File: config.mk
export PLATFORM = sky130hd
export DESIGN_NAME = prmb_front
export DESIGN_NICKNAME = d
export VERILOG_FILES = /design/src/rtl/prmb_pkg.sv /design/src/rtl/prmb_front.sv
export SDC_FILE = /design/constraint.sdc
export NUM_CORES = 2
export LEC_CHECK = 0
export BUFFER_PORTS_ARGS = -buffer_cell sky130_fd_sc_hd__buf_2
export CORE_ASPECT_RATIO = 0.75
export CORE_MARGIN = 1.5
export CORE_UTILIZATION = 30
export CTS_CLUSTER_DIAMETER = 120
export DETAILED_ROUTE_END_ITERATION = 12
export HOLD_SLACK_MARGIN = 0.1
export MAX_ROUTING_LAYER = met4
export SKIP_CTS_REPAIR_TIMING = 1
export SLEW_MARGIN = 15
export SYNTH_ARGS = -nofsm -noshare
export SYNTH_HDL_FRONTEND = slang
export SYNTH_SLANG_ARGS = --single-unit
File: constraint.sdc
create_clock -name clk -period 8.2 [get_ports clk]
set_clock_uncertainty 0.05 [all_clocks]
set_input_delay 1.23 -clock clk [delete_from_list [all_inputs] [get_ports clk]]
set_output_delay 1.23 -clock clk [all_outputs]
set_load 0.01 [all_outputs]
File: src/rtl/prmb_pkg.sv
// Package for the peak/RMS level meter: payload structs, the block record,
// configuration indexes, the back-end state type and fixed arithmetic constants.
// Depends on nothing.
`default_nettype none

package prmb_pkg;

  // Sample and accumulator widths.
  localparam int SAMPLE_BITS = 24;
  localparam int MAG_W       = SAMPLE_BITS - 1;
  localparam int SQ_W        = 2 * MAG_W;
  localparam int SUM_W       = 59;
  localparam int CNT_W       = 17;
  localparam int LOG_W       = 22;

  // Offsets of the log domain, in Q.16.
  localparam logic signed [25:0] LOG_PEAK_OFS = 26'((SAMPLE_BITS - 1) * 65536);
  localparam logic signed [25:0] LOG_RMS_OFS  = 26'(2 * (SAMPLE_BITS - 1) * 65536);

  // 10*log10(2)/256 scaled by 2^32.
  localparam logic signed [26:0] DB_PER_LOG = 27'sd50504453;

  // Reset values of the configuration registers.
  localparam logic [15:0]        ATTACK_RST  = 16'd12378;
  localparam logic [15:0]        RELEASE_RST = 16'd61995;
  localparam logic signed [15:0] FLOOR_RST   = -16'sd15360;
  localparam logic signed [15:0] CEIL_RST    = 16'sd1536;

  typedef enum logic [2:0] {
    CFG_ATTACK  = 3'd0,
    CFG_RELEASE = 3'd1,
    CFG_FLOOR   = 3'd2,
    CFG_CEILING = 3'd3,
    CFG_MONO    = 3'd4
  } prmb_cfg_idx_t;

  typedef struct packed {
    logic signed [SAMPLE_BITS-1:0] left_sample;
    logic signed [SAMPLE_BITS-1:0] right_sample;
    logic                          block_last;
  } prmb_in_t;

  typedef struct packed {
    logic signed [15:0] peak_left_db;
    logic signed [15:0] peak_right_db;
    logic signed [15:0] rms_left_db;
    logic signed [15:0] rms_right_db;
    logic signed [15:0] raw_peak_left_db;
    logic signed [15:0] raw_peak_right_db;
    logic signed [15:0] raw_rms_left_db;
    logic signed [15:0] raw_rms_right_db;
  } prmb_out_t;

  typedef struct packed {
    logic [15:0]        attack_coef;
    logic [15:0]        release_coef;
    logic signed [15:0] floor_db;
    logic signed [15:0] ceiling_db;
    logic               mono_mode;
  } prmb_cfg_t;

  // One closed metering block, handed from the front end to the back end.
  typedef struct packed {
    logic [MAG_W-1:0] peak_l;
    logic [MAG_W-1:0] peak_r;
    logic [SUM_W-1:0] sum_l;
    logic [SUM_W-1:0] sum_r;
    logic [CNT_W-1:0] count;
    logic             mono;
  } prmb_blk_t;

  typedef struct packed {
    logic       empty;
    logic [1:0] count;
  } prmb_qstat_t;

  typedef enum logic [3:0] {
    ST_IDLE,
    ST_NORM,
    ST_SQ_MUL,
    ST_SQ_ACC,
    ST_DB_MUL,
    ST_DB_CLAMP,
    ST_SM_MUL,
    ST_SM_ADD,
    ST_DONE
  } prmb_state_t;

endpackage

`default_nettype wire

File: src/rtl/prmb_front.sv
// Front end of the level meter: magnitude, square and per-block accumulation.
// Uses prmb_pkg; pushes one prmb_blk_t record per closed block.
`default_nettype none

module prmb_front
  import prmb_pkg::*;
#(
  parameter int MAX_BLOCK_FRAMES = 4096
) (
  input  wire logic        clk,
  input  wire logic        rst_n,
  input  wire logic        in_push,
  output logic             in_full,
  input  wire prmb_in_t    in_data,
  input  wire logic        mono_mode,
  input  wire prmb_qstat_t q_stat,
  output logic             q_push,
  output prmb_blk_t        q_data
);

  localparam logic [CNT_W-1:0] CNT_MAX = CNT_W'(MAX_BLOCK_FRAMES);

  logic             v1_r, last1_r, v2_r, last2_r;
  logic [MAG_W-1:0] magl1_r, magr1_r, magl2_r, magr2_r;
  logic [SQ_W-1:0]  sql2_r, sqr2_r;
  logic [MAG_W-1:0] peakl_r, peakr_r, peakl_nxt, peakr_nxt;
  logic [SUM_W-1:0] suml_r, sumr_r, suml_nxt, sumr_nxt;
  logic [CNT_W-1:0] cnt_r, cnt_nxt;
  logic [SUM_W:0]   addl, addr;
  logic [2:0]       reserved;
  logic             accept;

  // Saturating magnitude of a signed sample.
  function automatic logic [MAG_W-1:0] mag_of(input logic [SAMPLE_BITS-1:0] s);
    logic [SAMPLE_BITS-1:0] neg;
    neg = SAMPLE_BITS'(~s + 1'b1);
    if (!s[SAMPLE_BITS-1]) begin
      return s[MAG_W-1:0];
    end else if (neg[SAMPLE_BITS-1]) begin
      return {MAG_W{1'b1}};
    end else begin
      return neg[MAG_W-1:0];
    end
  endfunction

  // Queue space is reserved for every last beat still in the pipeline.
  assign reserved = {1'b0, q_stat.count} + {2'b0, v1_r & last1_r} + {2'b0, v2_r & last2_r};
  assign in_full  = (reserved >= 3'd2);
  assign accept   = in_push && !in_full;

  // Stage one: magnitudes.
  always_ff @(posedge clk) begin
    if (!rst_n) begin
      v1_r    <= 1'b0;
      last1_r <= 1'b0;
    end else begin
      v1_r    <= accept;
      last1_r <= in_data.block_last;
    end
    magl1_r <= mag_of(in_data.left_sample);
    magr1_r <= mag_of(in_data.right_sample);
  end

  // Stage two: squares.
  always_ff @(posedge clk) begin
    if (!rst_n) begin
      v2_r    <= 1'b0;
      last2_r <= 1'b0;
    end else begin
      v2_r    <= v1_r;
      last2_r <= last1_r;
    end
    magl2_r <= magl1_r;
    magr2_r <= magr1_r;
    sql2_r  <= magl1_r * magl1_r;
    sqr2_r  <= magr1_r * magr1_r;
  end

  // Stage three: running peak, saturating sum and frame count.
  always_comb begin
    addl      = {1'b0, suml_r} + (SUM_W + 1)'(sql2_r);
    addr      = {1'b0, sumr_r} + (SUM_W + 1)'(sqr2_r);
    peakl_nxt = (magl2_r > peakl_r) ? magl2_r : peakl_r;
    peakr_nxt = (magr2_r > peakr_r) ? magr2_r : peakr_r;
    suml_nxt  = addl[SUM_W] ? {SUM_W{1'b1}} : addl[SUM_W-1:0];
    sumr_nxt  = addr[SUM_W] ? {SUM_W{1'b1}} : addr[SUM_W-1:0];
    cnt_nxt   = (cnt_r < CNT_MAX) ? cnt_r + 1'b1 : cnt_r;
  end

  always_ff @(posedge clk) begin
    if (!rst_n) begin
      peakl_r <= '0;
      peakr_r <= '0;
      suml_r  <= '0;
      sumr_r  <= '0;
      cnt_r   <= '0;
    end else if (v2_r) begin
      if (last2_r) begin
        peakl_r <= '0;
        peakr_r <= '0;
        suml_r  <= '0;
        sumr_r  <= '0;
        cnt_r   <= '0;
      end else begin
        peakl_r <= peakl_nxt;
        peakr_r <= peakr_nxt;
        suml_r  <= suml_nxt;
        sumr_r  <= sumr_nxt;
        cnt_r   <= cnt_nxt;
      end
    end
  end

  // The closing beat hands the finished block to the queue.
  assign q_push        = v2_r && last2_r;
  assign q_data.peak_l = peakl_nxt;
  assign q_data.peak_r = peakr_nxt;
  assign q_data.sum_l  = suml_nxt;
  assign q_data.sum_r  = sumr_nxt;
  assign q_data.count  = cnt_nxt;
  assign q_data.mono   = mono_mode;

endmodule

`default_nettype wire

==> run_results.csv <==
group,metric,value,unit
floorplan,coreArea,0.163,mm^2
setup_path,crit_family,"adder cells",
synth,synth.area.top_cells,"fa_1 31%, dfxtp_1 15%, ha_1 12%",
floorplan,initial_core_util,30.3,%
timing,min_period_over_period,95.7,%
floorplan,io_pins,240,
synth,synth-warning-count,0,
routing,routed-wl-met2,60.2,mm
finish,final_nets,6964,
setup_path,crit_path_end_kind,"flop",
routing,drt-pass1-iter-count,7,
cts,clockRootBuffer,"clkbuf_16",
floorplan,die_h,354,um
routing,via_per_inst,4.84,
setup_path,worstSetupPathType,"flop to flop",
global_route,grt_max_degree,133,
finish,layout-drive-gt1-share,9.62,%
timing,slew_viol_final,0,
synth,syn_area,0.0492,mm^2
routing,highest_layer,"met4",
synth,synthFlopType,"dfxtp_1",
synth,ys_seq_elements,365,
timing,fmax,127,MHz
global_route,grt_overflow_total,0,
routing,avgRoutedWirePerCell,19.0,um
setup_path,path_cells,"and2_1 -> inv_1 -> fa_1 -> inv_1 -> fa_1 -> inv_1 -> fa_1 -> inv_1 -> fa_1 -> fa_1 -> fa_1 -> fa_1 -> ha_1 -> nand3_1 -> nor4_1 -> o31ai_1 -> o21ai_1 -> a211oi_2 -> o31ai_1 -> buf_4 -> or4b_1 -> a31oi_1 -> o21ai_0 -> xnor2_1",
setup_path,crit_path_start_kind,"flop",
synth,synth.most_common_cell,"inv_1",
synth,synth_edf_count,0,
global_route,grt_pass1_wl,228,mm
cts,cts_inserted_buffers,48,
synth,yosys-top-cells-count,"1073 x inv_1, 770 x fa_1, 548 x nand2_1, 491 x ha_1, 365 x dfxtp_1",
setup_path,cp.required,8690,ps
global_route,antenna_found_initial,3,
timing,hold_viol_final,0,
min_path,hold_class,"flop to flop",
routing,via_count,37911,
cts,cts.sinks,365,
synth,synth_seq_area_share,14.8,%
timing,rsz0062_at_grt,"false",
setup_path,slowest_stage,"dfxtp_1",
cts,htreeDepth,2,
floorplan,core.rowCount,128,
routing,met3_length,10.2,mm
cts,clk_latency,640,ps
placement,placement.io_buffers,236,
synth,yosysUniqueCellTypes,84,
floorplan,dieArea,0.167,mm^2
timing,tns,0,ps
cts,cts_tree,"yes",
synth,synth_top_area_share,31.3,%
synth,synth_top_cell_by_area,"fa_1",
synth,async_flop_share,0,%
floorplan,fp.dieW,471,um
routing,drc,0,
cts,clockBufferDepth,3,
cts,path_clk_slew,60,ps
setup_path,cp_common_cell,"fa_1",
placement,place.gp.congestion,0.938,
synth,syn-num-nets,6805,
synth,syn_area_per_cell,8.97,um^2
routing,ant_nets,0,
routing,wl,149,mm
routing,drt_iter0_drc,2672,
global_route,grt_use_total,18.1,%
synth,synthCells,5488,
routing,met1Wirelength,74.2,mm
timing,setup_viol,0,
setup_path,cp_num_buf_inv,5,
timing,fin_crit,7850,ps
placement,hpwl,123,mm
finish,area_growth,11.2,%
setup_path,crit_path_max_incr_delay,620,ps
timing,tightest_slew,1120,ps
status,status,"complete, no violations",
job,cap_viol_max_count,0,
setup_path,crit_path_max_fanout,8,
timing,max_slew_margin,25.2,%
setup_path,worstPathArrival,8340,ps
global_route,first_global_vias,38153,
-- final timing paths --
| path | startpoint | to | slack [ps] | depth (start not counted) |
|---|---|---|---|---|
| setup / recovery | magl1_r[4]$_DFF_P_ | sql2_r[41]$_DFF_P_ | 350 | 24 |
| hold reg to reg | cnt_r[15]$_SDFFE_PN0P_ | cnt_r[15]$_SDFFE_PN0P_ | 430 | 1 |
| setup reg to reg | magl1_r[4]$_DFF_P_ | sql2_r[41]$_DFF_P_ | 350 | 24 |
| hold / removal | cnt_r[15]$_SDFFE_PN0P_ | cnt_r[15]$_SDFFE_PN0P_ | 430 | 1 |
-- area by class of cell --
cell class	count	area, um^2
diodes	3	7.51
multi-input cells	3819	37100
clock buffers	61	1360
well taps	2145	2680
flip-flops and latches	365	7310
inverters	1074	4030
repair buffers	339	1990
fillers	16797	108000
clock inverters	27	297
-- layout by cell type (no fill, tap or decap), types with 26 or more instances in the layout --
| cell type | instances |
|---|---|
| nand4_1 | 48 |
| and3_1 | 35 |
| clkbuf_16 | 49 |
| nand3_1 | 77 |
| a21oi_1 | 231 |
| nor2_1 | 222 |
| dfxtp_1 | 360 |
| xor2_1 | 109 |
| ha_1 | 491 |
| nand2b_1 | 26 |
| o21ai_0 | 129 |
| a22o_1 | 111 |
| xnor2_1 | 145 |
| nand2_1 | 548 |
| buf_4 | 100 |
| buf_2 | 236 |
| mux2_2 | 54 |
| a21o_1 | 135 |
| nor3_1 | 36 |
| o21bai_1 | 33 |
| nor2b_1 | 38 |
| a22oi_1 | 26 |
| o31ai_1 | 27 |
| inv_1 | 1072 |
| a31oi_1 | 42 |
| and2_1 | 225 |
| fa_1 | 770 |
-- metrics by stage --
stage | area [um^2] | hold slack, ps | setup slack [ps] | util [%] | cells
after floorplan | 49200 | 279 | 1090 | - | 5488
after global placement | 53100 | 407 | 338 | 32.6 | 7742
after detailed placement | 53100 | 409 | 299 | 32.6 | 7742
after CTS | 54700 | 431 | 248 | 33.6 | 7830
after global routing | 54700 | 444 | 32.2 | 33.6 | 7830
final | 54700 | 426 | 350 | 33.6 | 7833
-- flip-flops by register name, summed over array words and instances, names as in the netlist, 17 cells and up --
| signal | flops |
|---|---|
| cnt_r | 17 |
| magl1_r | 23 |
| magl2_r | 22 |
| magr1_r | 23 |
| magr2_r | 22 |
| peakl_r | 23 |
| peakr_r | 23 |
| sql2_r | 45 |
| sqr2_r | 45 |
| suml_r | 59 |
| sumr_r | 59 |
-- per-layer routing --
layer / up-vias / GRT usage [%]
li1: 17839 / -
met1: 18796 / 26.7
met2: 1120 / 25.2
met3: 156 / 3.10
met4: 0 / 4.98
met5: - / -
-- cells by family (layout without fill, tap and decap cells) --
| family | Yosys count | in the layout | share of synthesized area, % |
|---|---|---|---|
| AOI/OAI and AO/OA | 891 | 891 | 12.4 |
| xor gates and xnor gates | 254 | 254 | 4.52 |
| adders and majority gates | 1261 | 1261 | 43.8 |
| buffers and inverters | 1304 | 1501 | 10.0 |
| DFF | 365 | 365 | 14.8 |
| muxes | 66 | 66 | 1.48 |
| other | 0 | 3 | 0 |
| and+or+nand+nor | 1347 | 1347 | 13.0 |
Power is not shown: default switching activity piles up to over one toggle a cycle in this logic, so the estimate is an artifact.
