==> src/rtl/prmb_pkg.sv <==
// Package for the peak/RMS level meter: payload structs, the block record,
// configuration indexes, the back-end state type and fixed arithmetic constants.
// Depends on nothing.
`default_nettype none

package prmb_pkg;

  // Sample and accumulator widths.
  localparam int SAMPLE_BITS = 24;
  localparam int MAG_W       = SAMPLE_BITS - 1;
  localparam int SQ_W        = 2 * MAG_W;
  localparam int SUM_W       = 59;
  localparam int CNT_W       = 17;
  localparam int LOG_W       = 22;

  // Offsets of the log domain, in Q.16.
  localparam logic signed [25:0] LOG_PEAK_OFS = 26'((SAMPLE_BITS - 1) * 65536);
  localparam logic signed [25:0] LOG_RMS_OFS  = 26'(2 * (SAMPLE_BITS - 1) * 65536);

  // 10*log10(2)/256 scaled by 2^32.
  localparam logic signed [26:0] DB_PER_LOG = 27'sd50504453;

  // Reset values of the configuration registers.
  localparam logic [15:0]        ATTACK_RST  = 16'd12378;
  localparam logic [15:0]        RELEASE_RST = 16'd61995;
  localparam logic signed [15:0] FLOOR_RST   = -16'sd15360;
  localparam logic signed [15:0] CEIL_RST    = 16'sd1536;

  typedef enum logic [2:0] {
    CFG_ATTACK  = 3'd0,
    CFG_RELEASE = 3'd1,
    CFG_FLOOR   = 3'd2,
    CFG_CEILING = 3'd3,
    CFG_MONO    = 3'd4
  } prmb_cfg_idx_t;

  typedef struct packed {
    logic signed [SAMPLE_BITS-1:0] left_sample;
    logic signed [SAMPLE_BITS-1:0] right_sample;
    logic                          block_last;
  } prmb_in_t;

  typedef struct packed {
    logic signed [15:0] peak_left_db;
    logic signed [15:0] peak_right_db;
    logic signed [15:0] rms_left_db;
    logic signed [15:0] rms_right_db;
    logic signed [15:0] raw_peak_left_db;
    logic signed [15:0] raw_peak_right_db;
    logic signed [15:0] raw_rms_left_db;
    logic signed [15:0] raw_rms_right_db;
  } prmb_out_t;

  typedef struct packed {
    logic [15:0]        attack_coef;
    logic [15:0]        release_coef;
    logic signed [15:0] floor_db;
    logic signed [15:0] ceiling_db;
    logic               mono_mode;
  } prmb_cfg_t;

  // One closed metering block, handed from the front end to the back end.
  typedef struct packed {
    logic [MAG_W-1:0] peak_l;
    logic [MAG_W-1:0] peak_r;
    logic [SUM_W-1:0] sum_l;
    logic [SUM_W-1:0] sum_r;
    logic [CNT_W-1:0] count;
    logic             mono;
  } prmb_blk_t;

  typedef struct packed {
    logic       empty;
    logic [1:0] count;
  } prmb_qstat_t;

  typedef enum logic [3:0] {
    ST_IDLE,
    ST_NORM,
    ST_SQ_MUL,
    ST_SQ_ACC,
    ST_DB_MUL,
    ST_DB_CLAMP,
    ST_SM_MUL,
    ST_SM_ADD,
    ST_DONE
  } prmb_state_t;

endpackage

`default_nettype wire

==> src/rtl/prmb_back.sv <==
// Back end of the level meter: log2 by repeated squaring, dB conversion,
// clamping and attack/release smoothing, with a one-beat result register.
// Uses prmb_pkg.
`default_nettype none

module prmb_back
  import prmb_pkg::*;
(
  input  wire logic        clk,
  input  wire logic        rst_n,
  input  wire prmb_cfg_t   cfg,
  input  wire prmb_blk_t   q_data,
  input  wire prmb_qstat_t q_stat,
  output logic             q_pop,
  output logic             out_empty,
  input  wire logic        out_pop,
  output prmb_out_t        out_data
);

  prmb_state_t state_r, state_nxt;
  prmb_blk_t   blk_r;

  logic [63:0]        x_r;
  logic [5:0]         e_r;
  logic [31:0]        m_r;
  logic [63:0]        sq_r;
  logic [15:0]        frac_r;
  logic [3:0]         it_r;
  logic [2:0]         op_r;
  logic [1:0]         lv_r;
  logic [LOG_W-1:0]   log_r [5];
  logic signed [52:0] dbp_r;
  logic signed [33:0] smp_r;
  logic signed [15:0] raw_r [4];
  logic signed [15:0] sm_r  [4];
  logic               out_valid_r;
  prmb_out_t          out_r;
  logic               out_load;

  logic [32:0]        sq_t;
  logic [15:0]        frac_nxt;
  logic signed [25:0] p;
  logic signed [52:0] db_rnd;
  logic signed [20:0] d, fl21, ce21;
  logic               is_zero;
  logic signed [15:0] clamped, target, held;
  logic signed [16:0] diff;
  logic signed [33:0] sm_rnd;

  // Value whose log2 the operand index selects.
  function automatic logic [63:0] op_value(input prmb_blk_t b, input logic [2:0] op);
    case (op)
      3'd0:    return 64'(b.peak_l);
      3'd1:    return 64'(b.peak_r);
      3'd2:    return 64'(b.sum_l);
      3'd3:    return 64'(b.sum_r);
      default: return 64'(b.count);
    endcase
  endfunction

  // Next state.
  always_comb begin
    state_nxt = state_r;
    unique case (state_r)
      ST_IDLE:     if (!q_stat.empty) state_nxt = ST_NORM;
      ST_NORM:     if (x_r[63] || e_r == 6'd0) state_nxt = ST_SQ_MUL;
      ST_SQ_MUL:   state_nxt = ST_SQ_ACC;
      ST_SQ_ACC: begin
        if (it_r == 4'd15) begin
          state_nxt = (op_r == 3'd4) ? ST_DB_MUL : ST_NORM;
        end else begin
          state_nxt = ST_SQ_MUL;
        end
      end
      ST_DB_MUL:   state_nxt = ST_DB_CLAMP;
      ST_DB_CLAMP: state_nxt = (lv_r == 2'd3) ? ST_SM_MUL : ST_DB_MUL;
      ST_SM_MUL:   state_nxt = ST_SM_ADD;
      ST_SM_ADD:   state_nxt = (lv_r == 2'd3) ? ST_DONE : ST_SM_MUL;
      ST_DONE:     if (out_load) state_nxt = ST_IDLE;
      default:     state_nxt = ST_IDLE;
    endcase
  end

  // Control strobes.
  always_comb begin
    q_pop    = (state_r == ST_IDLE) && !q_stat.empty;
    out_load = (state_r == ST_DONE) && (!out_valid_r || out_pop);
  end

  always_ff @(posedge clk) begin
    if (!rst_n) begin
      state_r <= ST_IDLE;
    end else begin
      state_r <= state_nxt;
    end
  end

  // Squaring step of the log2 fraction.
  always_comb begin
    sq_t     = sq_r[63:31];
    frac_nxt = {frac_r[14:0], sq_t[32]};
  end

  // Power in the log domain for the current level.
  always_comb begin
    case (lv_r)
      2'd0:    p = ($signed({4'b0, log_r[0]}) - LOG_PEAK_OFS) <<< 1;
      2'd1:    p = ($signed({4'b0, log_r[1]}) - LOG_PEAK_OFS) <<< 1;
      2'd2:    p = $signed({4'b0, log_r[2]}) - $signed({4'b0, log_r[4]}) - LOG_RMS_OFS;
      default: p = $signed({4'b0, log_r[3]}) - $signed({4'b0, log_r[4]}) - LOG_RMS_OFS;
    endcase
  end

  // Rounding, zero check and clamp of the dB value.
  always_comb begin
    db_rnd = dbp_r + 53'sh80000000;
    d      = db_rnd[52:32];
    fl21   = 21'(cfg.floor_db);
    ce21   = 21'(cfg.ceiling_db);
    case (lv_r)
      2'd0:    is_zero = (blk_r.peak_l == '0);
      2'd1:    is_zero = (blk_r.peak_r == '0);
      2'd2:    is_zero = (blk_r.sum_l == '0);
      default: is_zero = (blk_r.sum_r == '0);
    endcase
    if (is_zero || d < fl21) begin
      clamped = cfg.floor_db;
    end else if (d > ce21) begin
      clamped = cfg.ceiling_db;
    end else begin
      clamped = d[15:0];
    end
  end

  // Smoothing operands and rounding.
  always_comb begin
    target = raw_r[lv_r];
    held   = sm_r[lv_r];
    diff   = 17'(held) - 17'(target);
    sm_rnd = smp_r + 34'sd32768;
  end

  // Datapath registers.
  always_ff @(posedge clk) begin
    if (!rst_n) begin
      for (int i = 0; i < 4; i++) begin
        sm_r[i] <= FLOOR_RST;
      end
    end else begin
      case (state_r)
        ST_IDLE: begin
          blk_r  <= q_data;
          x_r    <= op_value(q_data, 3'd0);
          e_r    <= 6'd63;
          frac_r <= '0;
          it_r   <= '0;
          op_r   <= '0;
        end
        ST_NORM: begin
          if (x_r[63] || e_r == 6'd0) begin
            m_r <= x_r[63:32];
          end else begin
            x_r <= {x_r[62:0], 1'b0};
            e_r <= e_r - 1'b1;
          end
        end
        ST_SQ_MUL: sq_r <= m_r * m_r;
        ST_SQ_ACC: begin
          frac_r <= frac_nxt;
          m_r    <= sq_t[32] ? sq_t[32:1] : sq_t[31:0];
          it_r   <= it_r + 1'b1;
          if (it_r == 4'd15) begin
            log_r[op_r] <= {e_r, frac_nxt};
            op_r   <= op_r + 1'b1;
            x_r    <= op_value(blk_r, op_r + 1'b1);
            e_r    <= 6'd63;
            frac_r <= '0;
            lv_r   <= '0;
          end
        end
        ST_DB_MUL: dbp_r <= p * DB_PER_LOG;
        ST_DB_CLAMP: begin
          if (blk_r.mono && lv_r[0]) begin
            raw_r[lv_r] <= raw_r[lv_r - 1'b1];
          end else begin
            raw_r[lv_r] <= clamped;
          end
          lv_r <= lv_r + 1'b1;
        end
        ST_SM_MUL: begin
          if (target > held) begin
            smp_r <= $signed({1'b0, cfg.attack_coef}) * diff;
          end else begin
            smp_r <= $signed({1'b0, cfg.release_coef}) * diff;
          end
        end
        ST_SM_ADD: begin
          sm_r[lv_r] <= target + sm_rnd[31:16];
          lv_r       <= lv_r + 1'b1;
        end
        default: ;
      endcase
    end
  end

  // Result register: one beat waits here while the next block is worked on.
  always_ff @(posedge clk) begin
    if (!rst_n) begin
      out_valid_r <= 1'b0;
    end else if (out_load) begin
      out_valid_r <= 1'b1;
    end else if (out_pop) begin
      out_valid_r <= 1'b0;
    end
    if (out_load) begin
      out_r.peak_left_db      <= sm_r[0];
      out_r.peak_right_db     <= sm_r[1];
      out_r.rms_left_db       <= sm_r[2];
      out_r.rms_right_db      <= sm_r[3];
      out_r.raw_peak_left_db  <= raw_r[0];
      out_r.raw_peak_right_db <= raw_r[1];
      out_r.raw_rms_left_db   <= raw_r[2];
      out_r.raw_rms_right_db  <= raw_r[3];
    end
  end

  assign out_empty = !out_valid_r;
  assign out_data  = out_r;

endmodule

`default_nettype wire

==> config.mk <==
export PLATFORM = sky130hd
export DESIGN_NAME = prmb_back
export DESIGN_NICKNAME = d
export VERILOG_FILES = /design/src/rtl/prmb_pkg.sv /design/src/rtl/prmb_back.sv
export SDC_FILE = /design/constraint.sdc
export NUM_CORES = 2
export LEC_CHECK = 0
export BUFFER_PORTS_ARGS = -buffer_cell sky130_fd_sc_hd__buf_2
export CELL_PAD_IN_SITES_DETAIL_PLACEMENT = 0
export CELL_PAD_IN_SITES_GLOBAL_PLACEMENT = 1
export CORE_ASPECT_RATIO = 1.4
export CORE_MARGIN = 2
export CORE_UTILIZATION = 35
export CTS_CLUSTER_SIZE = 8
export DETAILED_ROUTE_END_ITERATION = 6
export MAX_ROUTING_LAYER = met4
export PLACE_DENSITY_LB_ADDON = 0.1
export SLEW_MARGIN = 5
export SYNTH_ARGS = -nofsm -noshare
export SYNTH_HDL_FRONTEND = slang
export SYNTH_SLANG_ARGS = --single-unit
==> constraint.sdc <==
create_clock -name clk -period 18.6 [get_ports clk]
set_input_delay 2.79 -clock clk [delete_from_list [all_inputs] [get_ports clk]]
set_output_delay 2.79 -clock clk [all_outputs]
set_load 0.005 [all_outputs]
==> flow_summary.yaml <==
status:
  outcome: "finished, final reports clean"
timing:
  rsz0062_at_grt: "no"
  fin_crit_sh_pct: 64.16
  fmax_mhz: 83.80
  skew_ns: 0.06199
  tns_ns: 0
  drv_slew: 0
  worst_pin_slew_ns: 1.176
  holdWs_ns: 0.4367
  finalHoldViolCount: 0
  relSlewSlack_pct: 20.92
  finalSetupViolCount: 0
  finalCriticalPeriod_ns: 11.93
logic_synthesis:
  synth_edf_count: 746
  ys_seq_area_share_pct: 25.96
  syn_area_per_cell_um2: 10.64
  synth_cells: 8159
  synth_seq_cells: 753
  syn-cell-area_mm2: 0.08684
  async_flop_share_pct: 0
  synth_ff_type: "edfxtp_1"
  yosysWarnings: 0
  syn_nets: 10660
  synth.distinct_cells: 73
worst_hold_path:
  min-delay-start: "sm_r[0][15]$_SDFFCE_PN1P_"
  hold_path.class: "flip-flop to flip-flop"
final_layout:
  synthToLayoutAreaGrowth_pct: 10.39
  multi_input_area_mm2: 0.05667
  final_nets: 10970
  seq_area_mm2: 0.02255
  final_common_cell: "inv_1"
  drive_gt1_share_pct: 8.660
  utilization_pct: 38.81
  fillers: 24730
  final_cell_mix: "inv_1, fa_1, ha_1"
cts:
  post-cts-setup-buffers: 0
  clock_latency_ns: 0.72
  cts_root_buf: "clkbuf_16"
  cts_resized: 0
  clkTransAtPathRegs_ns: 0.06
  cts_made_buffers: 104
  clock-sinks: 753
  clockBufferDepth: 3
  h-tree-depth: 3
  cts_tree: "done"
  hold_buffers: 0
detailed_routing:
  totalWireLength_um: 261900
  drc: 0
  firstDrtPassIters: 6
  drt_iter0_markers: 2955
  vias: 57920
  via_per_inst: 4.908
  routedWlPerCell_um: 22.19
  antenna_left: 0
worst_setup_path:
  crit_top_cell: "fa_1"
  worst-setup-path-type: "flip-flop to flip-flop"
  critPathCaptureType: "flip-flop"
  r2r_slack_ns: 6.67
  crit_arrival_ns: 12.34
  cp_max_fo: 15
  crit_end: "dbp_r[52]$_DFFE_PP_"
  r2r_cells: 37
  crit_start: "log_r[3][0]$_DFFE_PP_"
  start_kind: "flip-flop"
  reg2reg_to: "dbp_r[52]$_DFFE_PP_"
  r2r-start: "log_r[3][0]$_DFFE_PP_"
  cp.required_ns: 19.00
  critPathMaxStageDelay_ns: 0.73
  slowest_stage: "o32ai_1"
grt:
  grt_pass1_wl_um: 402200
  first_global_vias: 65090
  antenna_found_initial: 39
  grtUsageTotal_pct: 21.87
  grt_overflow: 0
  grt_max_degree: 80
die:
  die_y_um: 593.4
  core_mm2: 0.2470
  dieArea_mm2: 0.2522
  design.portCount: 383
  rows: 216
  die_x_um: 425.0
  initial_core_util_pct: 35.16
placed_design:
  dpl.hpwl_um: 205900
  portBuffers: 379
  gp_congestion: 0.8537
job:
  maxCapViolations: 0
[registers in the layout (all words and copies together) (netlist names), 3 cells and up, named ones only]
name and count:
smp_r 17, m_r 32, sm_r 64, it_r 4
log_r 110, x_r 64, op_r 3, out_data 128
dbp_r 22, frac_r 15, state_r 4, sq_r 33
raw_r 64, e_r 6, blk_r 182
[metrics by stage]
step,area (um2),instances,worst slack [ns]
floorplan,86840,8159,2.005
global placement,92920,11640,6.445
detailed placement,92920,11640,6.445
CTS,95790,11770,6.429
global route,95850,11800,5.776
finish,95870,11800,6.667
[logic make-up (layout without fill, tap and decap cells)]
| group | count (synthesis) | after routing | share of synthesized area (%) |
|---|---|---|---|
| xor gates and xnor gates | 208 | 208 | 2.098 |
| AOI/OAI and AO/OA | 793 | 793 | 5.923 |
| muxes | 106 | 106 | 1.922 |
| adders and majority gates | 2246 | 2246 | 44.07 |
| DFF | 753 | 753 | 25.96 |
| other | 0 | 33 | 0 |
| and+or+nand+nor | 1948 | 1948 | 10.93 |
| buffers and inverters | 2105 | 2445 | 9.098 |
[metal layers]
metal | vias to the layer above | GRT usage, % | part of all wire (%)
li1 | 26670 | - | -
met1 | 29920 | 25.61 | 40
met2 | 1085 | 40.41 | 54
met3 | 250 | 1.947 | 3.2
met4 | 0 | 4.829 | 2.3
met5 | - | - | 0
[worst max-delay path: cells and delay by family (launching register included)]
family,cells,cell delay (ns)
flip-flops,1,0.36
buffers and inverters,5,0.73
XOR/XNOR,1,0.14
AND/OR/NAND/NOR,11,2.40
AO/OA/AOI/OAI,10,3.94
adder cells (fa/ha/maj),10,4.09
[synthesized netlist by cell type, types with 71 or more instances]
cell type	n	area, um2
ha_1	891	11150
o21ai_0	194	970.9
nor2b_1	73	456.7
inv_1	1806	6779
a21oi_1	203	1016
xnor2_1	122	1069
nand3_1	71	355.3
clkbuf_1	278	1044
xor2_1	86	753.2
nand2_1	745	2796
and2_1	413	2584
nor3_1	81	405.4
nor2_1	286	1074
a21o_1	94	705.7
fa_1	1355	27130
edfxtp_1	746	22400
[worst min-delay path by stage]
stage                                         end  slack (ns)  cells after the start
after global placement     out_data[68]$_DFFE_PP_        0.43                      0
after CTS                 out_data[127]$_DFFE_PP_        0.43                      0
after floorplan            out_data[80]$_DFFE_PP_        0.42                      0
final                     out_data[127]$_DFFE_PP_        0.44                      0
after detailed placement   out_data[73]$_DFFE_PP_        0.43                      0
after global routing      out_data[127]$_DFFE_PP_        0.44                      0
[cell type report]
type,instances,area share [%]
timing repair buffer,500,2.926
inverter,1815,7.106
clock inverter,7,0.1540
multi-input combinational,5301,59.11
antenna,33,0.08614
sequential,753,23.52
tap,3270,4.268
clock buffer,123,2.833
Power is left out: the tool's default activity adds up to more than one toggle a clock period on the data nets, which glitch-free logic cannot reach.
