==> src/rtl/prmb_pkg.sv <==
// Package for the peak/RMS level meter: payload structs, the block record,
// configuration indexes, the back-end state type and fixed arithmetic constants.
// Depends on nothing.
`default_nettype none

package prmb_pkg;

  // Sample and accumulator widths.
  localparam int SAMPLE_BITS = 24;
  localparam int MAG_W       = SAMPLE_BITS - 1;
  localparam int SQ_W        = 2 * MAG_W;
  localparam int SUM_W       = 59;
  localparam int CNT_W       = 17;
  localparam int LOG_W       = 22;

  // Offsets of the log domain, in Q.16.
  localparam logic signed [25:0] LOG_PEAK_OFS = 26'((SAMPLE_BITS - 1) * 65536);
  localparam logic signed [25:0] LOG_RMS_OFS  = 26'(2 * (SAMPLE_BITS - 1) * 65536);

  // 10*log10(2)/256 scaled by 2^32.
  localparam logic signed [26:0] DB_PER_LOG = 27'sd50504453;

  // Reset values of the configuration registers.
  localparam logic [15:0]        ATTACK_RST  = 16'd12378;
  localparam logic [15:0]        RELEASE_RST = 16'd61995;
  localparam logic signed [15:0] FLOOR_RST   = -16'sd15360;
  localparam logic signed [15:0] CEIL_RST    = 16'sd1536;

  typedef enum logic [2:0] {
    CFG_ATTACK  = 3'd0,
    CFG_RELEASE = 3'd1,
    CFG_FLOOR   = 3'd2,
    CFG_CEILING = 3'd3,
    CFG_MONO    = 3'd4
  } prmb_cfg_idx_t;

  typedef struct packed {
    logic signed [SAMPLE_BITS-1:0] left_sample;
    logic signed [SAMPLE_BITS-1:0] right_sample;
    logic                          block_last;
  } prmb_in_t;

  typedef struct packed {
    logic signed [15:0] peak_left_db;
    logic signed [15:0] peak_right_db;
    logic signed [15:0] rms_left_db;
    logic signed [15:0] rms_right_db;
    logic signed [15:0] raw_peak_left_db;
    logic signed [15:0] raw_peak_right_db;
    logic signed [15:0] raw_rms_left_db;
    logic signed [15:0] raw_rms_right_db;
  } prmb_out_t;

  typedef struct packed {
    logic [15:0]        attack_coef;
    logic [15:0]        release_coef;
    logic signed [15:0] floor_db;
    logic signed [15:0] ceiling_db;
    logic               mono_mode;
  } prmb_cfg_t;

  // One closed metering block, handed from the front end to the back end.
  typedef struct packed {
    logic [MAG_W-1:0] peak_l;
    logic [MAG_W-1:0] peak_r;
    logic [SUM_W-1:0] sum_l;
    logic [SUM_W-1:0] sum_r;
    logic [CNT_W-1:0] count;
    logic             mono;
  } prmb_blk_t;

  typedef struct packed {
    logic       empty;
    logic [1:0] count;
  } prmb_qstat_t;

  typedef enum logic [3:0] {
    ST_IDLE,
    ST_NORM,
    ST_SQ_MUL,
    ST_SQ_ACC,
    ST_DB_MUL,
    ST_DB_CLAMP,
    ST_SM_MUL,
    ST_SM_ADD,
    ST_DONE
  } prmb_state_t;

endpackage

`default_nettype wire

==> src/rtl/prmb_queue.sv <==
// Two-entry queue of closed block records between front and back end.
// Uses prmb_pkg for the record and status types.
`default_nettype none

module prmb_queue
  import prmb_pkg::*;
(
  input  wire logic      clk,
  input  wire logic      rst_n,
  input  wire logic      push,
  input  wire prmb_blk_t wdata,
  input  wire logic      pop,
  output prmb_blk_t      rdata,
  output prmb_qstat_t    stat
);

  prmb_blk_t  mem_r [2];
  logic       wp_r, rp_r;
  logic [1:0] cnt_r;

  // Entry storage.
  always_ff @(posedge clk) begin
    if (push) begin
      mem_r[wp_r] <= wdata;
    end
  end

  // Pointers and fill count.
  always_ff @(posedge clk) begin
    if (!rst_n) begin
      wp_r  <= 1'b0;
      rp_r  <= 1'b0;
      cnt_r <= '0;
    end else begin
      if (push) begin
        wp_r <= ~wp_r;
      end
      if (pop) begin
        rp_r <= ~rp_r;
      end
      cnt_r <= cnt_r + {1'b0, push} - {1'b0, pop};
    end
  end

  assign rdata      = mem_r[rp_r];
  assign stat.empty = (cnt_r == 2'd0);
  assign stat.count = cnt_r;

endmodule

`default_nettype wire

==> config.mk <==
export PLATFORM = sky130hd
export DESIGN_NAME = prmb_queue
export DESIGN_NICKNAME = d
export VERILOG_FILES = /design/src/rtl/prmb_pkg.sv /design/src/rtl/prmb_queue.sv
export SDC_FILE = /design/constraint.sdc
export NUM_CORES = 1
export LEC_CHECK = 0
export BUFFER_PORTS_ARGS = -buffer_cell sky130_fd_sc_hd__buf_2
export CAP_MARGIN = 20
export CORE_UTILIZATION = 40
export CTS_CLUSTER_DIAMETER = 40
export CTS_CLUSTER_SIZE = 20
export DETAILED_ROUTE_END_ITERATION = 8
export PLACE_DENSITY = 0.6
export SKIP_LAST_GASP = 1
export SYNTH_ARGS = -nofsm -noshare
export SYNTH_HDL_FRONTEND = slang
export SYNTH_SLANG_ARGS = --single-unit
==> constraint.sdc <==
create_clock -name clk -period 19.99 [get_ports clk]
set_clock_uncertainty 0.05 [all_clocks]
set_input_delay 1.999 -clock clk [delete_from_list [all_inputs] [get_ports clk]]
set_output_delay 1.999 -clock clk [all_outputs]
set_load 0.01 [all_outputs]
==> results.ini, run 1 <==
[clock_tree]
post_cts_buffers=0
cts_hold_buf=0
worstSkewPairLatency_ns=0.55
post_cts_resized=0
clock_path_buffers=3
htree_levels=2
tritoncts=done
clk_pin_slew_ns=0.05
cts_buffers=48
cts_sinks=369
cts_root_buffer=clkbuf_16

[synth]
yosysUniqueCellTypes=13
synth_seq_cells=369
postSynthCellCount=586
synth_nets=774
syn_avg_cell_area_um2=23.0
syn_area_mm2=0.0135
ys_seq_area_frac=0.819
ys_warn_count=0

[setup_path]
cp_slowest_cell=buf_4
cp.required_ns=17.94
critPathMaxStageDelay_ns=0.86
cp-start-kind=flip-flop
crit_chain=buf_4, mux2_2, buf_2
critPathTopFamily=buffers and inverters
critical_path_class=flip-flop to primary output
critPathCaptureType=primary output
crit_buf_inv=2
crit_arrival_ns=2.80
crit_fanout=77

[sta]
setup_viol=0
post-route-period-util=0.243
worst_pin_slew_ns=1.10
period_minus_slack_ns=4.85
tns_ns=0
hold_viol_final=0
relSlewSlack=0.267
maxSlewViolCount=0
timing.fmax_mhz=206
rsz0062_at_grt=no

[grt]
grt_max_degree=78
grt-ovfl-total=0
grt_pass1_wl_mm=37.9
grt_use_total=0.146
grt_pass1_vias=6934
antenna_found_initial=10

[pwr]
powerDensity_mw_per_mm2=112
peakVddDrop_mv=0.0679
leakage_nw=6.50

[cells_and_area]
drive_above_1_share=0.625
syn2layout_area_growth_pct=28.8
nets=1181
final_area_mm2=0.0173

[drt]
vias=6849
drtIter0Drc=249
viasPerCell=4.64
drcViolationCount=0
ant_nets=0
drtPass1Iterations=6
drt-total-wl_mm=26.1
wl_per_cell_um=17.6

[worst_hold_path]
hold_class=flip-flop to flip-flop

[run]
cap_violations=0

[die]
io_pins=371
start_util=0.410
placementRows=66
die_w_um=185
die_height_um=185
core_mm2=0.0329
dieArea_mm2=0.0344

[place]
place_area_mm2=0.0157
gp_routability_congestion=0.708
hpwlAfterDp_mm=16.7
io_buffers=370

[outcome]
status=complete, no violations

## power by group
group | total (mW) | internal, mW | leakage [nW] | switching [mW]
combinational | 0.170 | 0.0805 | 2.24 | 0.0895
clock | 0.866 | 0.532 | 0.803 | 0.334
sequential | 0.907 | 0.896 | 3.46 | 0.0110
## flip-flops by register name, summed over array words and instances (netlist names), named ones only
name,flops
wp_r,1
mem_r,364
rp_r,1
cnt_r,2
## worst register-to-register path: cells and delay by family (launching register included)
kind	cells	cell delay, ns
buf+inv	2	1.33
flops	1	0.34
simple gates	1	0.44
## through the flow
stage	util	total power, mW	worst slack, ns	hold slack, ns	instances
2_1_floorplan	-	1.03	9.31	0.505	586
3_3_place_gp	0.477	1.09	15.51	0.505	1385
3_5_place_dp	0.477	1.10	15.53	0.513	1385
4_1_cts	0.528	1.97	15.07	0.523	1474
5_1_grt	0.528	2.01	14.94	0.556	1476
6_report	0.528	1.94	15.14	0.519	1477
## per-layer routing
| layer | routed length (um) | GRT usage | vias to the layer above |
|---|---|---|---|
| met5 | 96 | 0 | - |
| met4 | 461 | 0.0489 | 16 |
| met3 | 3190 | 0.0714 | 55 |
| met2 | 12400 | 0.234 | 294 |
| met1 | 9960 | 0.172 | 3303 |
| li1 | - | - | 3181 |
## layout by cell type, fill, tap and decap left out, types with 2 or more instances in the layout
| cell | count |
|---|---|
| ha_1 | 2 |
| diode_2 | 3 |
| inv_8 | 5 |
| clkinvlp_4 | 6 |
| nor2b_1 | 2 |
| clkinv_2 | 5 |
| buf_2 | 370 |
| clkbuf_16 | 48 |
| and2_1 | 3 |
| edfxtp_1 | 364 |
| clkinv_4 | 5 |
| mux2_2 | 182 |
| clkinv_1 | 5 |
| clkinv_8 | 3 |
| inv_1 | 2 |
| buf_4 | 7 |
| dfxtp_1 | 4 |
| inv_6 | 4 |
| bufinv_16 | 6 |
## final cells by class
| class | count | area [um2] |
|---|---|---|
| fillers | 2754 | 15500 |
| diodes | 3 | 7.51 |
| inverters | 2 | 7.51 |
| multi-input cells | 195 | 2170 |
| flip-flops and latches | 369 | 11000 |
| repair buffers | 377 | 1900 |
| clock inverters | 39 | 453 |
| clock buffers | 50 | 1220 |
| well taps | 442 | 553 |
## cells in the mapped netlist
cell type  instances  area [um2]
buf_6              3        33.8
o21a_1             1        7.51
clkbuf_8          17         234
xor2_1             1        8.76
xnor3_1            1        22.5
nor2b_1            3        18.8
edfxtp_1         364       10900
nor2_1             1        3.75
dfxtp_1            5         100
mux2_2           182        2050
inv_1              2        7.51
ha_1               2        25.0
and2_1             4        25.0
## kinds of logic (layout without fill, tap and decap cells)
| group | after synthesis | in the layout | share of synthesized area |
|---|---|---|---|
| adder cells (fa/ha/maj) | 2 | 2 | 0.00186 |
| other | 0 | 3 | 0 |
| flip-flops | 369 | 369 | 0.819 |
| XOR/XNOR | 2 | 2 | 0.00232 |
| multiplexers | 182 | 182 | 0.152 |
| AO/OA/AOI/OAI | 1 | 1 | 0.000558 |
| buffers and inverters | 22 | 468 | 0.0204 |
| AND/OR/NAND/NOR | 8 | 8 | 0.00353 |
## worst paths after layout
path	from	to	slack, ns	cells past startpoint
max	flip-flop	rdata[50]	15.14	3
min reg2reg	rp_r	flip-flop	0.52	2
max reg2reg	wp_r	mem_r[0][90]	17.41	3
min	rp_r	flip-flop	0.52	2
(Power assumes the default switching activity.)
==> inputs of run 2 (changes only) <==
--- a/config.mk
+++ b/config.mk
@@ -11,7 +11,7 @@
 export CTS_CLUSTER_DIAMETER = 40
 export CTS_CLUSTER_SIZE = 20
 export DETAILED_ROUTE_END_ITERATION = 8
-export PLACE_DENSITY = 0.6
+export PLACE_DENSITY = 0.62
 export SKIP_LAST_GASP = 1
 export SYNTH_ARGS = -nofsm -noshare
 export SYNTH_HDL_FRONTEND = slang
==> constraint.sdc (replaced) <==
create_clock -name clk -period 4.4 [get_ports clk]
set_clock_uncertainty 0.05 [all_clocks]
set_input_delay 0.44 -clock clk [delete_from_list [all_inputs] [get_ports clk]]
set_output_delay 0.44 -clock clk [all_outputs]
set_load 0.01 [all_outputs]
==> results.ini, run 2 (synthesis gave the netlist of run 1 again) <==
[cells_and_area]
final_common_cell=buf_2
top_regs=mem_r: 364 flops, cnt_r: 2 flops
multiInputGateArea_mm2=0.00217  ; unchanged
largest_register_ffs=364  ; unchanged
drive_above_1_share=0.583  ; -0.0417
top_register=mem_r
mostFrequentLayoutCells=buf_2 (370), edfxtp_1 (364), mux2_2 (182)
regArea_mm2=0.0110  ; unchanged
syn2layout_area_growth_pct=34.3
nets=1254  ; +6.2%
fin_util=0.550  ; +0.0224
fillers=2624  ; -4.7%

[drt]
drtPass1Iterations=4  ; -2
drtIter0Drc=295  ; +18%
viasPerCell=4.62  ; -0.45%
drt-total-wl_mm=27.2  ; +4.4%
drcViolationCount=0  ; unchanged
ant_nets=0  ; unchanged
wl_per_cell_um=17.6  ; -0.38%
vias=7146  ; +4.3%

[pwr]
leakage_nw=6.82  ; +4.8%
switching_share=0.222  ; -0.00130
power_frac_seq=0.469  ; +0.002
peakVddDrop_mv=0.336  ; +390%
p_clk_frac=0.437  ; -0.009
internal_power_mw=6.85  ; +350%
powerDensity_mw_per_mm2=487  ; +330%
pwr-share-comb=0.094  ; +0.006
p_sw_mw=1.96  ; +350%

[setup_path]
crit_chain=buf_4, mux2_2, buf_2
cp-start-kind=flip-flop
crit_fanout=60  ; -22%
cp_slowest_cell=dfxtp_4
cp.required_ns=3.91  ; -14.03 ns
crit_buf_inv=2  ; unchanged
critPathCaptureType=primary output
critPathMaxStageDelay_ns=0.94  ; +0.08 ns
critical_path_class=flip-flop to primary output
crit_arrival_ns=2.48  ; -0.32 ns
critPathTopFamily=flip-flops

[grt]
grt-ovfl-total=0  ; unchanged
grt_pass1_wl_mm=39.7  ; +4.8%
grt_use_total=0.153  ; +0.00664
antenna_found_initial=4  ; -6
grt_max_degree=96  ; +23%
grt_pass1_vias=7407  ; +6.8%

[die]
dieArea_mm2=0.0344  ; unchanged
core_mm2=0.0329  ; unchanged
start_util=0.410  ; unchanged
io_pins=371  ; unchanged
placementRows=66  ; unchanged
die_height_um=185  ; unchanged
die_w_um=185  ; unchanged

[worst_hold_path]
hold_class=input port to flip-flop

[sta]
hold_viol_final=0  ; unchanged
timing.fmax_mhz=337
tns_ns=0  ; unchanged
holdWs_ns=0.0372  ; -0.482 ns
period_minus_slack_ns=2.97
worst_pin_slew_ns=0.897  ; -0.202 ns
relSlewSlack=0.402  ; +0.135
setup_viol=0  ; unchanged
rsz0062_at_grt=no
post-route-period-util=0.674
maxSlewViolCount=0  ; unchanged

[clock_tree]
clk_pin_slew_ns=0.05  ; about the same
worstSkewPairLatency_ns=0.55  ; about the same
clock_path_buffers=3  ; unchanged
cts_buffers=48  ; unchanged
cts_root_buffer=clkbuf_16
cts_sinks=369  ; unchanged
post_cts_buffers=0  ; unchanged
htree_levels=2  ; unchanged
tritoncts=done

[place]
gp_routability_congestion=0.730  ; +3.1%
hpwlAfterDp_mm=17.1  ; +2.3%
io_buffers=370  ; unchanged

[outcome]
status=complete, no violations

[run]
cap_violations=0  ; unchanged

==> run 2: changes by cell type in the layout (fill, tap and decap cells not counted), sizes merged <==
| cell | change |
|---|---|
| clkbuf | +2 |
| diode | -1 |
| bufinv | -1 |
| clkinvlp | -3 |
| dlygate4sd3 | +72 |
| buf | +1 |
| inv | +1 |
==> run 2: worst paths after layout <==
path / from / to / slack, ns / depth (start not counted)
worst max-delay path: flip-flop / rdata[166] / 1.43 / 3
worst min-delay path: wdata[106] / mem_r[0][106] / 0.04 / 1
worst max register to register: wp_r / mem_r[1][5] / 2.60 / 2
worst min register to register: rp_r / flip-flop / 0.52 / 2
==> run 2: worst register-to-register path, cell delays in order, from the launching register on <==
cell     delay [ns]
dfxtp_1        0.38
and2_4         0.41
buf_4          0.56
==> run 2: repair_timing <==
| action | CTS | global route |
|---|---|---|
| endpoints found under the setup margin | 0 | 0 |
| gates resized for setup | 0 | 0 |
| hold endpoints to repair | 139 | 0 |
| hold buffers | 72 | 0 |
==> run 2: power groups by stage <==
stage               clock network (mW)  registers (mW)  logic, mW
floorplan                            0            4.18      0.472
global placement                     0            4.20      0.774
detailed placement                   0            4.21      0.782
CTS                               3.96            4.14      0.839
global route                      4.09            4.15      0.894
finish                            3.85            4.13      0.826
==> run 2: final cells by class <==
class                   instances  area share
flip-flops and latches        369       0.610
repair buffers                450       0.149
multi-input cells             195       0.120
clock buffers                  52      0.0684
well taps                     442      0.0306
clock inverters                36      0.0211
inverters                       2    0.000415
diodes                          2    0.000277
==> run 2: per-layer routing <==
metal / vias up / share of wire / track usage
met3: 60 / 0.091 / 0.0544
met1: 3475 / 0.39 / 0.177
met2: 290 / 0.49 / 0.256
met5: - / 0.00081 / 0
met4: 4 / 0.027 / 0.0664
li1: 3317 / - / -
==> run 2: stage by stage <==
step / instances / total power, mW / instance area, um2 / setup WS, ns
4_1_cts: 1546 / 8.93 / 18100 / 1.35
6_report: 1548 / 8.81 / 18100 / 1.43
2_1_floorplan: 586 / 4.66 / 13500 / 0.739
3_5_place_dp: 1386 / 4.99 / 15700 / 1.95
5_1_grt: 1548 / 9.13 / 18100 / 1.28
3_3_place_gp: 1386 / 4.98 / 15700 / 1.98
==> inputs of run 3 (changes only) <==
==> constraint.sdc (replaced) <==
create_clock -name clk -period 2.72 [get_ports clk]
set_clock_uncertainty 0.05 [all_clocks]
set_input_delay 0.272 -clock clk [delete_from_list [all_inputs] [get_ports clk]]
set_output_delay 0.272 -clock clk [all_outputs]
set_load 0.01 [all_outputs]
==> results.ini, run 3 (synthesis gave the netlist of run 1 again) <==
[outcome]
status=complete, no violations

[pwr]
leakage_nw=7.30  ; +7.2%
p_clk_frac=0.433  ; -0.004
switching_share=0.228  ; +0.00615
power_frac_seq=0.461  ; -0.008
peakVddDrop_mv=0.576  ; +72%
internal_power_mw=11.1  ; +62%
p_sw_mw=3.29  ; +68%
powerDensity_mw_per_mm2=749  ; +54%
pwr-share-comb=0.106  ; +0.012
finalPower_mw=14.4  ; +64%

[grt]
grt_pass1_wl_mm=42.4  ; +6.8%
grt-ovfl-total=0  ; unchanged
grt_max_degree=82  ; -15%
antenna_found_initial=1  ; -3
grt_pass1_vias=8127  ; +9.7%
grt_use_total=0.162  ; +0.00899

[die]
dieArea_mm2=0.0344  ; unchanged
placementRows=66  ; unchanged
die_w_um=185  ; unchanged
core_mm2=0.0329  ; unchanged
die_height_um=185  ; unchanged
start_util=0.410  ; unchanged
io_pins=371  ; unchanged

[cells_and_area]
top_regs=mem_r: 364 flops, cnt_r: 2 flops
multiInputGateArea_mm2=0.00217  ; unchanged
final_common_cell=buf_2
top_register=mem_r
syn2layout_area_growth_pct=42.8
fin_util=0.585  ; +0.0350
drive_above_1_share=0.533  ; -0.0501
nets=1367  ; +9.0%
mostFrequentLayoutCells=buf_2 (370), edfxtp_1 (364), dlygate4sd3_1 (183)
largest_register_ffs=364  ; unchanged
regArea_mm2=0.0110  ; about the same
fillers=2521  ; -3.9%
final_area_mm2=0.0192  ; +6.4%

[clock_tree]
htree_levels=2  ; unchanged
post_cts_buffers=0  ; unchanged
clock_path_buffers=3  ; unchanged
cts_root_buffer=clkbuf_16
cts_buffers=46  ; -4.2%
tritoncts=done
cts_sinks=369  ; unchanged
clk_pin_slew_ns=0.06  ; about the same
post_cts_resized=0  ; unchanged
worstSkewPairLatency_ns=0.54  ; about the same

[setup_path]
r2r_cells=2  ; unchanged
cp_slowest_cell=mux2_2
cp.required_ns=2.40  ; -1.51 ns
crit_chain=buf_12, mux2_2, buf_2
crit_buf_inv=2  ; unchanged
crit_arrival_ns=1.94  ; -0.54 ns
critical_path_class=flip-flop to primary output
r2r_end=mem_r[1][134]
cp-start-kind=flip-flop
worst-r2r-setup-slack_ns=1.12  ; -1.48 ns
critPathMaxStageDelay_ns=0.42  ; -0.52 ns
r2r_start=wp_r
path_depth=3  ; unchanged
critPathTopFamily=buffers and inverters
critPathCaptureType=primary output
crit_fanout=81  ; +35%

[drt]
viasPerCell=4.57  ; -0.99%
drcViolationCount=0  ; unchanged
drtPass1Iterations=4  ; unchanged
drt-total-wl_mm=28.6  ; +5.1%
ant_nets=0  ; unchanged
vias=7592  ; +6.2%
wl_per_cell_um=17.2  ; -2.1%
drtIter0Drc=339  ; +15%

[place]
pre_cts_slack_ns=1.04  ; -0.919 ns
hpwlAfterDp_mm=17.5  ; +2.6%
io_buffers=370  ; unchanged
place_area_mm2=0.0158  ; +0.28%
gp_routability_congestion=0.730  ; about the same

[sta]
hold_viol_final=0  ; unchanged
worst_pin_slew_ns=0.518  ; -0.379 ns
period_minus_slack_ns=2.26
relSlewSlack=0.655  ; +0.253
fin_ws_ns=0.457  ; -0.976 ns
maxSlewViolCount=0  ; unchanged
setup_viol=0  ; unchanged
rsz0062_at_grt=no
holdWs_ns=0.0423  ; +0.00514 ns
post-route-period-util=0.832
timing.fmax_mhz=442

[worst_hold_path]
hold_path_depth=3  ; +2
min-delay-start=push
whs_endpoint=wp_r
hold_class=input port to flip-flop

[run]
cap_violations=0  ; unchanged

-- run 3: cell count changes in the layout (fill, tap and decap cells not counted), moves of 2 or more --
cell           delta
clkinv_8          +2
dlygate4sd3_1   +111
buf_4             +3
clkinv_4          -5
clkbuf_1          -2
inv_8             +4
-- run 3: worst max-delay path by stage --
stage,from,to
floorplan,push,mem_r[0][0]
global placement,flip-flop,rdata[105]
detailed placement,flip-flop,rdata[105]
CTS,flip-flop,rdata[105]
global route,flip-flop,rdata[170]
finish,flip-flop,rdata[105]
-- run 3: timing repair --
item                                    CTS  global route
hold buffers                            183             0
hold endpoints to repair                369             0
endpoints found under the setup margin    0             0
-- run 3: stage by stage --
step	cells	TNS (ns)
global placement	1390	0
CTS	1659	0
finish	1661	0
detailed placement	1390	0
global route	1660	0
floorplan	586	-207.25
-- run 3: cell type report --
| type | instances | area share |
|---|---|---|
| diodes | 2 | 0.000260 |
| clock buffers | 50 | 0.0639 |
| clock inverters | 36 | 0.0200 |
| inverters | 2 | 0.000390 |
| multi-input cells | 195 | 0.113 |
| flip-flops and latches | 369 | 0.574 |
| well taps | 442 | 0.0287 |
| repair buffers | 565 | 0.200 |
-- run 3: metal layers --
metal | track usage | share of wire
met1 | 0.181 | 0.39
met2 | 0.285 | 0.50
met5 | 0 | 0
met4 | 0.0645 | 0.031
met3 | 0.0532 | 0.078
-- run 3: power groups by stage --
stage	Sequential [mW]	Combinational (mW)	Clock, mW
after floorplan	6.77	0.764	0
after global placement	6.75	1.30	0
after detailed placement	6.77	1.32	0
after CTS	6.65	1.54	6.37
after global routing	6.67	1.64	6.61
final	6.64	1.52	6.24
-- run 3: worst min-delay path, delay by kind of cell --
kind | cells | cell delay, ns
buffers and inverters | 1 | 0.12
AND/OR/NAND/NOR | 1 | 0.05
AO/OA/AOI/OAI | 1 | 0.15
